File: config.mk
export PLATFORM = sky130hd
export DESIGN_NAME = ring_buffer_deque_overwrite_unit
export DESIGN_NICKNAME = d
export VERILOG_FILES = /design/src/hw/rtl/rbdo_pkg.sv /design/src/hw/rtl/ring_buffer_deque_overwrite_unit.sv /design/src/hw/rtl/rbdo_ram.sv /design/src/hw/rtl/rbdo_ctrl.sv /design/src/hw/rtl/rbdo_datapath.sv
export VERILOG_INCLUDE_DIRS = /design/src /design/src/hw/rtl
export SDC_FILE = /design/constraint.sdc
export NUM_CORES = 1
export LEC_CHECK = 0
export BUFFER_PORTS_ARGS = -buffer_cell sky130_fd_sc_hd__buf_2
export CORE_MARGIN = 5
export CORE_UTILIZATION = 61
export DETAILED_ROUTE_END_ITERATION = 7
export GPL_ROUTABILITY_DRIVEN = 0
export PLACE_DENSITY = 0.79
export SETUP_SLACK_MARGIN = 0.4
export SYNTH_ARGS = -nofsm -noshare
export SYNTH_HDL_FRONTEND = slang
export SYNTH_HIERARCHICAL = 1
export SYNTH_SLANG_ARGS = --single-unit
File: constraint.sdc
create_clock -name clock -period 6.9 [get_ports clock]
set_input_delay 0.345 -clock clock [delete_from_list [all_inputs] [get_ports clock]]
set_output_delay 0.345 -clock clock [all_outputs]
set_load 0.05 [all_outputs]
File: src/hw/rtl/assert_macros.svh
// Assertion macros shared by the RTL files that check their own behavior.
// Standalone header; no dependencies.
`ifndef ASSERT_MACROS_SVH
`define ASSERT_MACROS_SVH

// Same-cycle implication: cons must hold whenever ante holds.
`define ASSERT_IMPLIES(label, clk, rst, ante, cons) \
   label: assert property (@(posedge clk) disable iff (rst) (ante) |-> (cons)) \
      else $error("same-cycle property violated");

// Next-cycle implication: cons must hold in the cycle after ante.
`define ASSERT_NEXT(label, clk, rst, ante, cons) \
   label: assert property (@(posedge clk) disable iff (rst) (ante) |=> (cons)) \
      else $error("next-cycle property violated");

`endif

File: src/hw/rtl/rbdo_pkg.sv
// Shared types and constants for the ring buffer deque with overwrite.
// No dependencies.
package rbdo_pkg;

   localparam int DEPTH      = 16;
   localparam int WORD_WIDTH = 32;
   localparam int PTR_W      = $clog2(DEPTH);
   localparam int CNT_W      = $clog2(DEPTH + 1);
   localparam int CAP_W      = 5;
   localparam int FILL_W     = 5;
   localparam int ACT_W      = 2;
   localparam int STAT_W     = 2;
   localparam logic [CAP_W-1:0] CAP_RESET = CAP_W'(16);

   typedef enum logic [ACT_W-1:0] {
      ACT_PUSH     = 2'd0,
      ACT_READ_NEW = 2'd1,
      ACT_READ_OLD = 2'd2,
      ACT_CLEAR    = 2'd3
   } action_type;

   typedef enum logic [STAT_W-1:0] {
      STAT_OK    = 2'd0,
      STAT_FULL  = 2'd1,
      STAT_EMPTY = 2'd2
   } status_type;

   // Commands from the controller to the datapath.
   typedef struct packed {
      logic capture;   // latch the request fields
      logic exec;      // carry out the latched request
   } ctrl_cmd_type;

endpackage

File: src/hw/rtl/ring_buffer_deque_overwrite_unit.sv
// Top level of the ring buffer deque with overwrite.
// Depends on rbdo_pkg, rbdo_ctrl, rbdo_datapath, rbdo_ram and assert_macros.svh.
//
//   Channel    Handshake              Payload
//   request    start / busy           req_action, req_data_in, req_overwrite_ok,
//                                     req_remove_entry, req_clear_after
//   response   rsp_valid (strobe)     rsp_data_out, rsp_status, rsp_fill_count
//   csr        csr_valid / csr_ready  csr_capacity
//
// A request transfers on a clock edge with start high and busy low. The next
// cycle (busy high) executes it: at most one RAM access plus the pointer and
// count update. The cycle after that shows the response for exactly one cycle,
// with RAM read data straight from the registered read port.
// A new request may transfer during the response cycle, but not while one executes.
// The receiver cannot stall the response.
// Synchronous reset empties the ring and sets capacity to 16; storage keeps
// whatever it held and needs no clearing pass.
`include "assert_macros.svh"

module ring_buffer_deque_overwrite_unit
   import rbdo_pkg::*;
(
   input  logic                  clock,
   input  logic                  reset,
   // request channel
   input  logic                  start,
   output logic                  busy,
   input  logic [ACT_W-1:0]      req_action,
   input  logic [WORD_WIDTH-1:0] req_data_in,
   input  logic                  req_overwrite_ok,
   input  logic                  req_remove_entry,
   input  logic                  req_clear_after,
   // response channel
   output logic                  rsp_valid,
   output logic [WORD_WIDTH-1:0] rsp_data_out,
   output logic [STAT_W-1:0]     rsp_status,
   output logic [FILL_W-1:0]     rsp_fill_count,
   // capacity register write channel
   input  logic                  csr_valid,
   output logic                  csr_ready,
   input  logic [CAP_W-1:0]      csr_capacity
);

   ctrl_cmd_type cmd;

   // Users must send capacity writes only while quiet; unenforced, taken at once.
   assign csr_ready = 1'b1;

   // Sequence each request: latch, execute, reply.
   rbdo_ctrl u_ctrl (
      .clock     (clock),
      .reset     (reset),
      .start     (start),
      .busy      (busy),
      .rsp_valid (rsp_valid),
      .cmd       (cmd)
   );

   // Hold the ring state and storage; advance pointers on execute.
   rbdo_datapath u_datapath (
      .clock            (clock),
      .reset            (reset),
      .cmd              (cmd),
      .req_action       (req_action),
      .req_data_in      (req_data_in),
      .req_overwrite_ok (req_overwrite_ok),
      .req_remove_entry (req_remove_entry),
      .req_clear_after  (req_clear_after),
      .cap_wr           (csr_valid && csr_ready),
      .cap_data         (csr_capacity),
      .rsp_data_out     (rsp_data_out),
      .rsp_status       (rsp_status),
      .rsp_fill_count   (rsp_fill_count)
   );

   // A transfer always leads to an execute cycle, which always leads to a reply.
   `ASSERT_NEXT(a_accept_then_busy, clock, reset, start && !busy, busy)
   `ASSERT_NEXT(a_busy_then_reply, clock, reset, busy, rsp_valid && !busy)
   // The reported fill count never exceeds DEPTH.
   `ASSERT_IMPLIES(a_fill_bounded, clock, reset, rsp_valid, rsp_fill_count <= FILL_W'(DEPTH))
   // A refused push only happens on a non-empty ring.
   `ASSERT_IMPLIES(a_full_not_empty, clock, reset, rsp_valid && rsp_status == STAT_FULL, rsp_fill_count != '0)

endmodule

File: src/hw/rtl/rbdo_ram.sv
// Generic single-write, single-read RAM with registered read data.
// No dependencies.
module rbdo_ram #(
   parameter int WIDTH = 32,
   parameter int DEPTH = 16
) (
   input  logic                     clock,
   input  logic                     wr_en,
   input  logic [$clog2(DEPTH)-1:0] wr_addr,
   input  logic [WIDTH-1:0]         wr_data,
   input  logic                     rd_en,
   input  logic [$clog2(DEPTH)-1:0] rd_addr,
   output logic [WIDTH-1:0]         rd_data
);

   logic [WIDTH-1:0] mem_ff [DEPTH];
   logic [WIDTH-1:0] rd_data_ff;

   always_ff @(posedge clock) begin
      if (wr_en) begin
         mem_ff[wr_addr] <= wr_data;
      end
      if (rd_en) begin
         rd_data_ff <= mem_ff[rd_addr];
      end
   end

   assign rd_data = rd_data_ff;

endmodule

File: src/hw/rtl/rbdo_ctrl.sv
// Sequencing controller: accept, execute, reply.
// Depends on rbdo_pkg.
module rbdo_ctrl
   import rbdo_pkg::*;
(
   input  logic         clock,
   input  logic         reset,
   input  logic         start,
   output logic         busy,
   output logic         rsp_valid,
   output ctrl_cmd_type cmd
);

   typedef enum logic [1:0] {
      ST_IDLE,
      ST_EXEC,
      ST_REPLY
   } state_type;

   state_type state_ff;
   logic      busy_ff;
   logic      valid_ff;
   logic      accept;

   assign accept = start && !busy_ff;

   always_ff @(posedge clock) begin
      if (reset) begin
         state_ff <= ST_IDLE;
         busy_ff  <= 1'b0;
         valid_ff <= 1'b0;
      end else begin
         unique case (state_ff)
            ST_IDLE: begin
               if (accept) begin
                  state_ff <= ST_EXEC;
                  busy_ff  <= 1'b1;
               end
               valid_ff <= 1'b0;
            end
            ST_EXEC: begin
               state_ff <= ST_REPLY;
               busy_ff  <= 1'b0;
               valid_ff <= 1'b1;
            end
            ST_REPLY: begin
               // a new request may enter while the reply is on the ports
               if (accept) begin
                  state_ff <= ST_EXEC;
                  busy_ff  <= 1'b1;
               end else begin
                  state_ff <= ST_IDLE;
               end
               valid_ff <= 1'b0;
            end
            default: begin
               state_ff <= ST_IDLE;
               busy_ff  <= 1'b0;
               valid_ff <= 1'b0;
            end
         endcase
      end
   end

   assign busy        = busy_ff;
   assign rsp_valid   = valid_ff;
   assign cmd.capture = accept;
   assign cmd.exec    = busy_ff;

endmodule

File: src/hw/rtl/rbdo_datapath.sv
// Datapath: request latch, pointers, count, capacity register and storage RAM.
// Depends on rbdo_pkg and rbdo_ram.
module rbdo_datapath
   import rbdo_pkg::*;
(
   input  logic                  clock,
   input  logic                  reset,
   input  ctrl_cmd_type          cmd,
   input  logic [ACT_W-1:0]      req_action,
   input  logic [WORD_WIDTH-1:0] req_data_in,
   input  logic                  req_overwrite_ok,
   input  logic                  req_remove_entry,
   input  logic                  req_clear_after,
   input  logic                  cap_wr,
   input  logic [CAP_W-1:0]      cap_data,
   output logic [WORD_WIDTH-1:0] rsp_data_out,
   output logic [STAT_W-1:0]     rsp_status,
   output logic [FILL_W-1:0]     rsp_fill_count
);

   // Latched request
   action_type            act_ff;
   logic [WORD_WIDTH-1:0] data_ff;
   logic                  ovw_ff;
   logic                  rem_ff;
   logic                  clr_ff;

   // Buffer state
   logic [CAP_W-1:0] cap_ff;
   logic [PTR_W-1:0] head_ff, head_in;
   logic [PTR_W-1:0] tail_ff, tail_in;
   logic [CNT_W-1:0] count_ff, count_in;
   status_type       status_ff, status_in;
   logic             rd_sel_ff, rd_sel_in;

   logic [CNT_W-1:0]      eff_cap;
   logic [CNT_W-1:0]      cap_m1;
   logic [CNT_W-1:0]      head_inc;
   logic [CNT_W-1:0]      tail_inc;
   logic [PTR_W-1:0]      head_next;
   logic [PTR_W-1:0]      tail_next;
   logic [PTR_W-1:0]      head_prev;
   logic                  empty;
   logic                  full;
   logic                  wr_en;
   logic [PTR_W-1:0]      wr_addr;
   logic                  rd_en;
   logic [PTR_W-1:0]      rd_addr;
   logic [WORD_WIDTH-1:0] rd_data;

   always_comb begin
      priority if (cap_ff == '0) begin
         eff_cap = CNT_W'(1);
      end else if (cap_ff > CAP_W'(DEPTH)) begin
         eff_cap = CNT_W'(DEPTH);
      end else begin
         eff_cap = CNT_W'(cap_ff);
      end
   end

   assign cap_m1    = eff_cap - CNT_W'(1);
   assign head_inc  = CNT_W'(head_ff) + CNT_W'(1);
   assign tail_inc  = CNT_W'(tail_ff) + CNT_W'(1);
   assign head_next = (head_inc >= eff_cap) ? '0 : head_inc[PTR_W-1:0];
   assign tail_next = (tail_inc >= eff_cap) ? '0 : tail_inc[PTR_W-1:0];
   assign head_prev = (head_ff == '0) ? cap_m1[PTR_W-1:0] : head_ff - PTR_W'(1);
   assign empty     = (count_ff == '0);
   assign full      = (head_next == tail_ff) || (count_ff >= eff_cap);

   always_comb begin
      head_in   = head_ff;
      tail_in   = tail_ff;
      count_in  = count_ff;
      status_in = status_ff;
      rd_sel_in = rd_sel_ff;
      wr_en     = 1'b0;
      wr_addr   = head_next;
      rd_en     = 1'b0;
      rd_addr   = (act_ff == ACT_READ_NEW) ? head_ff : tail_ff;
      if (cmd.exec) begin
         status_in = STAT_OK;
         rd_sel_in = 1'b0;
         unique case (act_ff)
            ACT_PUSH: begin
               if (empty) begin
                  // restart the ring at entry zero
                  head_in  = '0;
                  tail_in  = '0;
                  count_in = CNT_W'(1);
                  wr_en    = 1'b1;
                  wr_addr  = '0;
               end else if (full && !ovw_ff) begin
                  status_in = STAT_FULL;
               end else begin
                  head_in = head_next;
                  wr_en   = 1'b1;
                  if (full) begin
                     // drop the oldest entry
                     tail_in = tail_next;
                  end else begin
                     count_in = count_ff + CNT_W'(1);
                  end
               end
            end
            ACT_READ_NEW, ACT_READ_OLD: begin
               if (empty) begin
                  status_in = STAT_EMPTY;
               end else begin
                  rd_en     = 1'b1;
                  rd_sel_in = 1'b1;
                  if (clr_ff) begin
                     head_in  = '0;
                     tail_in  = '0;
                     count_in = '0;
                  end else if (rem_ff) begin
                     if (act_ff == ACT_READ_NEW) begin
                        head_in = head_prev;
                     end else begin
                        tail_in = tail_next;
                     end
                     count_in = count_ff - CNT_W'(1);
                  end
               end
            end
            ACT_CLEAR: begin
               head_in  = '0;
               tail_in  = '0;
               count_in = '0;
            end
            default: begin
               status_in = STAT_OK;
            end
         endcase
      end
   end

   always_ff @(posedge clock) begin
      if (reset) begin
         head_ff  <= '0;
         tail_ff  <= '0;
         count_ff <= '0;
         cap_ff   <= CAP_RESET;
      end else begin
         head_ff  <= head_in;
         tail_ff  <= tail_in;
         count_ff <= count_in;
         if (cap_wr) begin
            cap_ff <= cap_data;
         end
      end
   end

   always_ff @(posedge clock) begin
      if (cmd.capture) begin
         act_ff  <= action_type'(req_action);
         data_ff <= req_data_in;
         ovw_ff  <= req_overwrite_ok;
         rem_ff  <= req_remove_entry;
         clr_ff  <= req_clear_after;
      end
      status_ff <= status_in;
      rd_sel_ff <= rd_sel_in;
   end

   rbdo_ram #(
      .WIDTH (WORD_WIDTH),
      .DEPTH (DEPTH)
   ) u_store (
      .clock   (clock),
      .wr_en   (wr_en),
      .wr_addr (wr_addr),
      .wr_data (data_ff),
      .rd_en   (rd_en),
      .rd_addr (rd_addr),
      .rd_data (rd_data)
   );

   assign rsp_data_out   = rd_sel_ff ? rd_data : '0;
   assign rsp_status     = status_ff;
   assign rsp_fill_count = FILL_W'(count_ff);

endmodule

==> impl_metrics.csv <==
group,metric,value,unit
worst_setup_path,critPathArrivalTime,5410,ps
sta,drv_slew,0,
clock_tree,cts_sinks,606,
placed_design,io_buffers,86,
drt,first_iter_violations,1136,
yosys,ys_seq_elements,606,
yosys,syn_area,0.02373,mm2
drt,vias,11950,
drt,final_antenna_net_count,0,
drt,viasPerCell,6.367,
floorplanning,die_h,207.2,um
flow_run,cap_violations,0,
global_routing,grt_max_degree,84,
yosys,synth_top_area_share,73.90,%
worst_setup_path,crit-reg2reg-launch,"u_datapath/head_ff[0]",
min_path,hp-class,"in2reg",
placed_design,hpwlAfterDp,26970,um
worst_setup_path,path_max_fanout,24,
yosys,synth_top_area_cell,"edfxtp_1",
yosys,synth.distinct_cells,76,
worst_setup_path,cp_common_cell,"ha_1",
yosys,yosysWarnings,6,
sta,hold_viol_final,0,
worst_setup_path,cpPeakStageDelay,810,ps
sta,fin_setup_tns,0,ps
worst_setup_path,cp-end-kind,"register",
yosys,synth-simple-area-share,4.165,%
worst_setup_path,crit_path_cell_trace,"ha_1 -> xor2_2 -> ha_1 -> a21oi_1 -> o21ai_1 -> a221oi_1 -> o32a_2 -> o21a_1 -> o311a_1 -> or3b_2 -> nor3_2 -> buf_12",
clock_tree,clk_path_buf_depth,3,
power_and_ir_drop,power.density,282.5,mW/mm2
cells_and_area,drive_above_1_share,26.64,%
worst_setup_path,startpoint_type,"register",
clock_tree,cts-root-buf,"clkbuf_16",
sta,max_freq,195.2,MHz
sta,layout_worst_path_cycle_share,74.24,%
floorplanning,start_util,61.55,%
yosys,avgSynthCellArea,20.35,um2
yosys,synth_top_family_by_area,"multiplexers",
drt,met3_length,3278,um
floorplanning,core_area,0.03856,mm2
global_routing,grt_usage,23.90,%
power_and_ir_drop,leakage,8.692,nW
worst_setup_path,critical_path_class,"reg2reg",
power_and_ir_drop,total_power,7.628,mW
clock_tree,cts_buffers,58,
cells_and_area,stdcell_area,0.02700,mm2
yosys,ys.flop_type,"edfxtp_1",
sta,rsz0062_at_grt,"false",
cells_and_area,antenna_cells,0,
sta,max_slew_margin,11.60,%
yosys,yosysMostFrequentCell,"edfxtp_1",
floorplanning,num_rows,72,
drt,firstDrtPassIters,5,
worst_setup_path,crit_slowest_cell,"nor3_2",
yosys,synthMuxAreaShare,12.59,%
drt,dr_wl_met2,26260,um
drt,wl_met1,19790,um
sta,final.setup_skew,32.76,ps
cells_and_area,layout.nets,1382,
drt,drc,0,
global_routing,grt_first_pass_wirelength,77900,um
global_routing,grt_pass1_vias,12430,
yosys,synth_edf_count,584,
cells_and_area,area_growth_syn_to_layout,13.79,%
clock_tree,cts_setup_buffers,0,
global_routing,antenna_found_initial,0,
clock_tree,cts_tree,"built",
yosys,synth_compound_area_share,4.450,%
drt,top_layer,"met4",
cells_and_area,fill_cells,2342,
yosys,yosys-top-cells-count,"edfxtp_1, mux4_2, a22oi_1",
global_routing,overflow,0,
yosys,synth_fa_ha_area_share,1.265,%
min_path,hp-start,"csr_valid",
clock_tree,clk_pin_slew_worst_paths,60,ps
yosys,yosysSeqAreaShare,75.76,%
yosys,synth.top_cells.by_area,"edfxtp_1, mux4_2, a22oi_1",
yosys,syn_nets,1236,
floorplanning,io_pins,88,
drt,post_drt_wl_per_cell,27.15,um
drt,drt_wl_total,50960,um
yosys,syn_inst,1166,
floorplanning,die_width,207.2,um
yosys,synthXorXnorAreaFrac,0.2847,%
sta,fin_crit,5122,ps
placed_design,dpl_cell_area,0.02479,mm2
status,status,"finished clean",
clock_tree,clock_latency,620,ps
sta,setup_violations,0,
worst_setup_path,required,7190,ps
worst_setup_path,crit_path_start,"u_datapath/head_ff[0]",
sta,tightest_slew,1323,ps
power_and_ir_drop,peakVddDrop,0.2148,mV
yosys,ys_async_sr_fraction,0,%
floorplanning,die_area,0.04295,mm2
clock_tree,cts_max_level,2,
## what timing repair did
action | 4_1_cts | 5_1_grt
endpoints found under the hold margin | 43 | 0
hold buffers | 43 | 0
resized for setup | 0 | 0
## flip-flops by register name, summed over array words and instances, names as in the netlist
signal / cells
u_datapath/u_store/mem_ff: 512
u_datapath/data_ff: 32
u_datapath/u_store/rd_data: 32
u_datapath/cap_ff: 5
u_datapath/rsp_fill_count: 5
u_datapath/head_ff: 4
u_datapath/tail_ff: 4
u_ctrl/state_ff: 2
u_datapath/act_ff: 2
u_datapath/rsp_status: 2
u_ctrl/busy: 1
u_ctrl/rsp_valid: 1
u_datapath/clr_ff: 1
u_datapath/ovw_ff: 1
u_datapath/rd_sel_ff: 1
u_datapath/rem_ff: 1
## layout by cell type, fill, tap and decap left out, types with 9 or more instances in the layout
cell | synthesis | final
a22oi_1 | 65 | 65
nand2_1 | 46 | 46
buf_2 | 8 | 86
clkbuf_1 | 23 | 17
and2_1 | 35 | 35
dlygate4sd3_1 | 0 | 43
clkinv_2 | 0 | 12
mux4_2 | 128 | 128
nor2_4 | 0 | 13
nand3_1 | 10 | 10
inv_1 | 13 | 13
nor2_1 | 35 | 22
nand2b_1 | 9 | 9
buf_4 | 13 | 14
a21oi_1 | 11 | 11
ha_1 | 24 | 24
dfxtp_1 | 22 | 22
edfxtp_1 | 584 | 584
clkbuf_16 | 0 | 58
## worst paths after layout
check                                     endpoint  slack [ps]  depth (start not counted)
setup / recovery  u_datapath/u_store/mem_ff[0][23]        1780                         12
hold / removal                u_datapath/cap_ff[4]          50                          2
setup reg to reg  u_datapath/u_store/mem_ff[0][23]        1780                         12
hold reg to reg                 u_ctrl/state_ff[1]         420                          1
## kinds of logic (layout without fill, tap and decap cells)
logic type / Yosys count / count (layout)
flops: 606 / 606
simple gates: 183 / 183
mux: 138 / 138
compound gates: 137 / 137
buf+inv: 71 / 264
fa+ha+maj: 24 / 24
xor+xnor: 6 / 6
other cells: 1 / 1
## layout make-up
class	count	area [um2]	area share [%]
inverter	13	48.80	0.1807
clock inverter	31	257.7	0.9545
sequential	606	17980	66.57
clock buffer	76	1529	5.662
multi-input combinational	489	5557	20.58
tap	518	648.1	2.400
timing repair buffer	144	985.9	3.651
## where the power goes
group | internal, mW | switching, mW
clock | 1.67 | 1.32
sequential | 4.09 | 0.0695
combinational | 0.188 | 0.290
total | 5.95 | 1.67
## through the flow
stage / setup slack, ps / util (%) / instances / hold slack, ps
2_1_floorplan: 1289 / - / 1166 / 396.1
3_3_place_gp: 2005 / 64.28 / 1727 / 404.6
3_5_place_dp: 1838 / 64.28 / 1727 / 412.0
4_1_cts: 1799 / 70.04 / 1877 / 25.98
5_1_grt: 1463 / 70.04 / 1877 / 69.15
6_report: 1778 / 70.04 / 1877 / 54.38
## per-layer routing
metal,track usage [%],vias to the layer above
li1,-,5121
met1,32.82,6194
met2,40.14,529
met3,3.627,107
met4,8.185,0
met5,0,-
## critical path: cells and delay by family (launching register included)
| kind | cells | cell delay (ps) |
|---|---|---|
| AO/OA/AOI/OAI | 6 | 1570 |
| adder cells (fa/ha/maj) | 2 | 630 |
| buffers and inverters | 1 | 310 |
| flip-flops | 1 | 580 |
| XOR/XNOR | 1 | 280 |
| AND/OR/NAND/NOR | 2 | 1400 |
No activity file was read; power rests on OpenSTA's default activity.
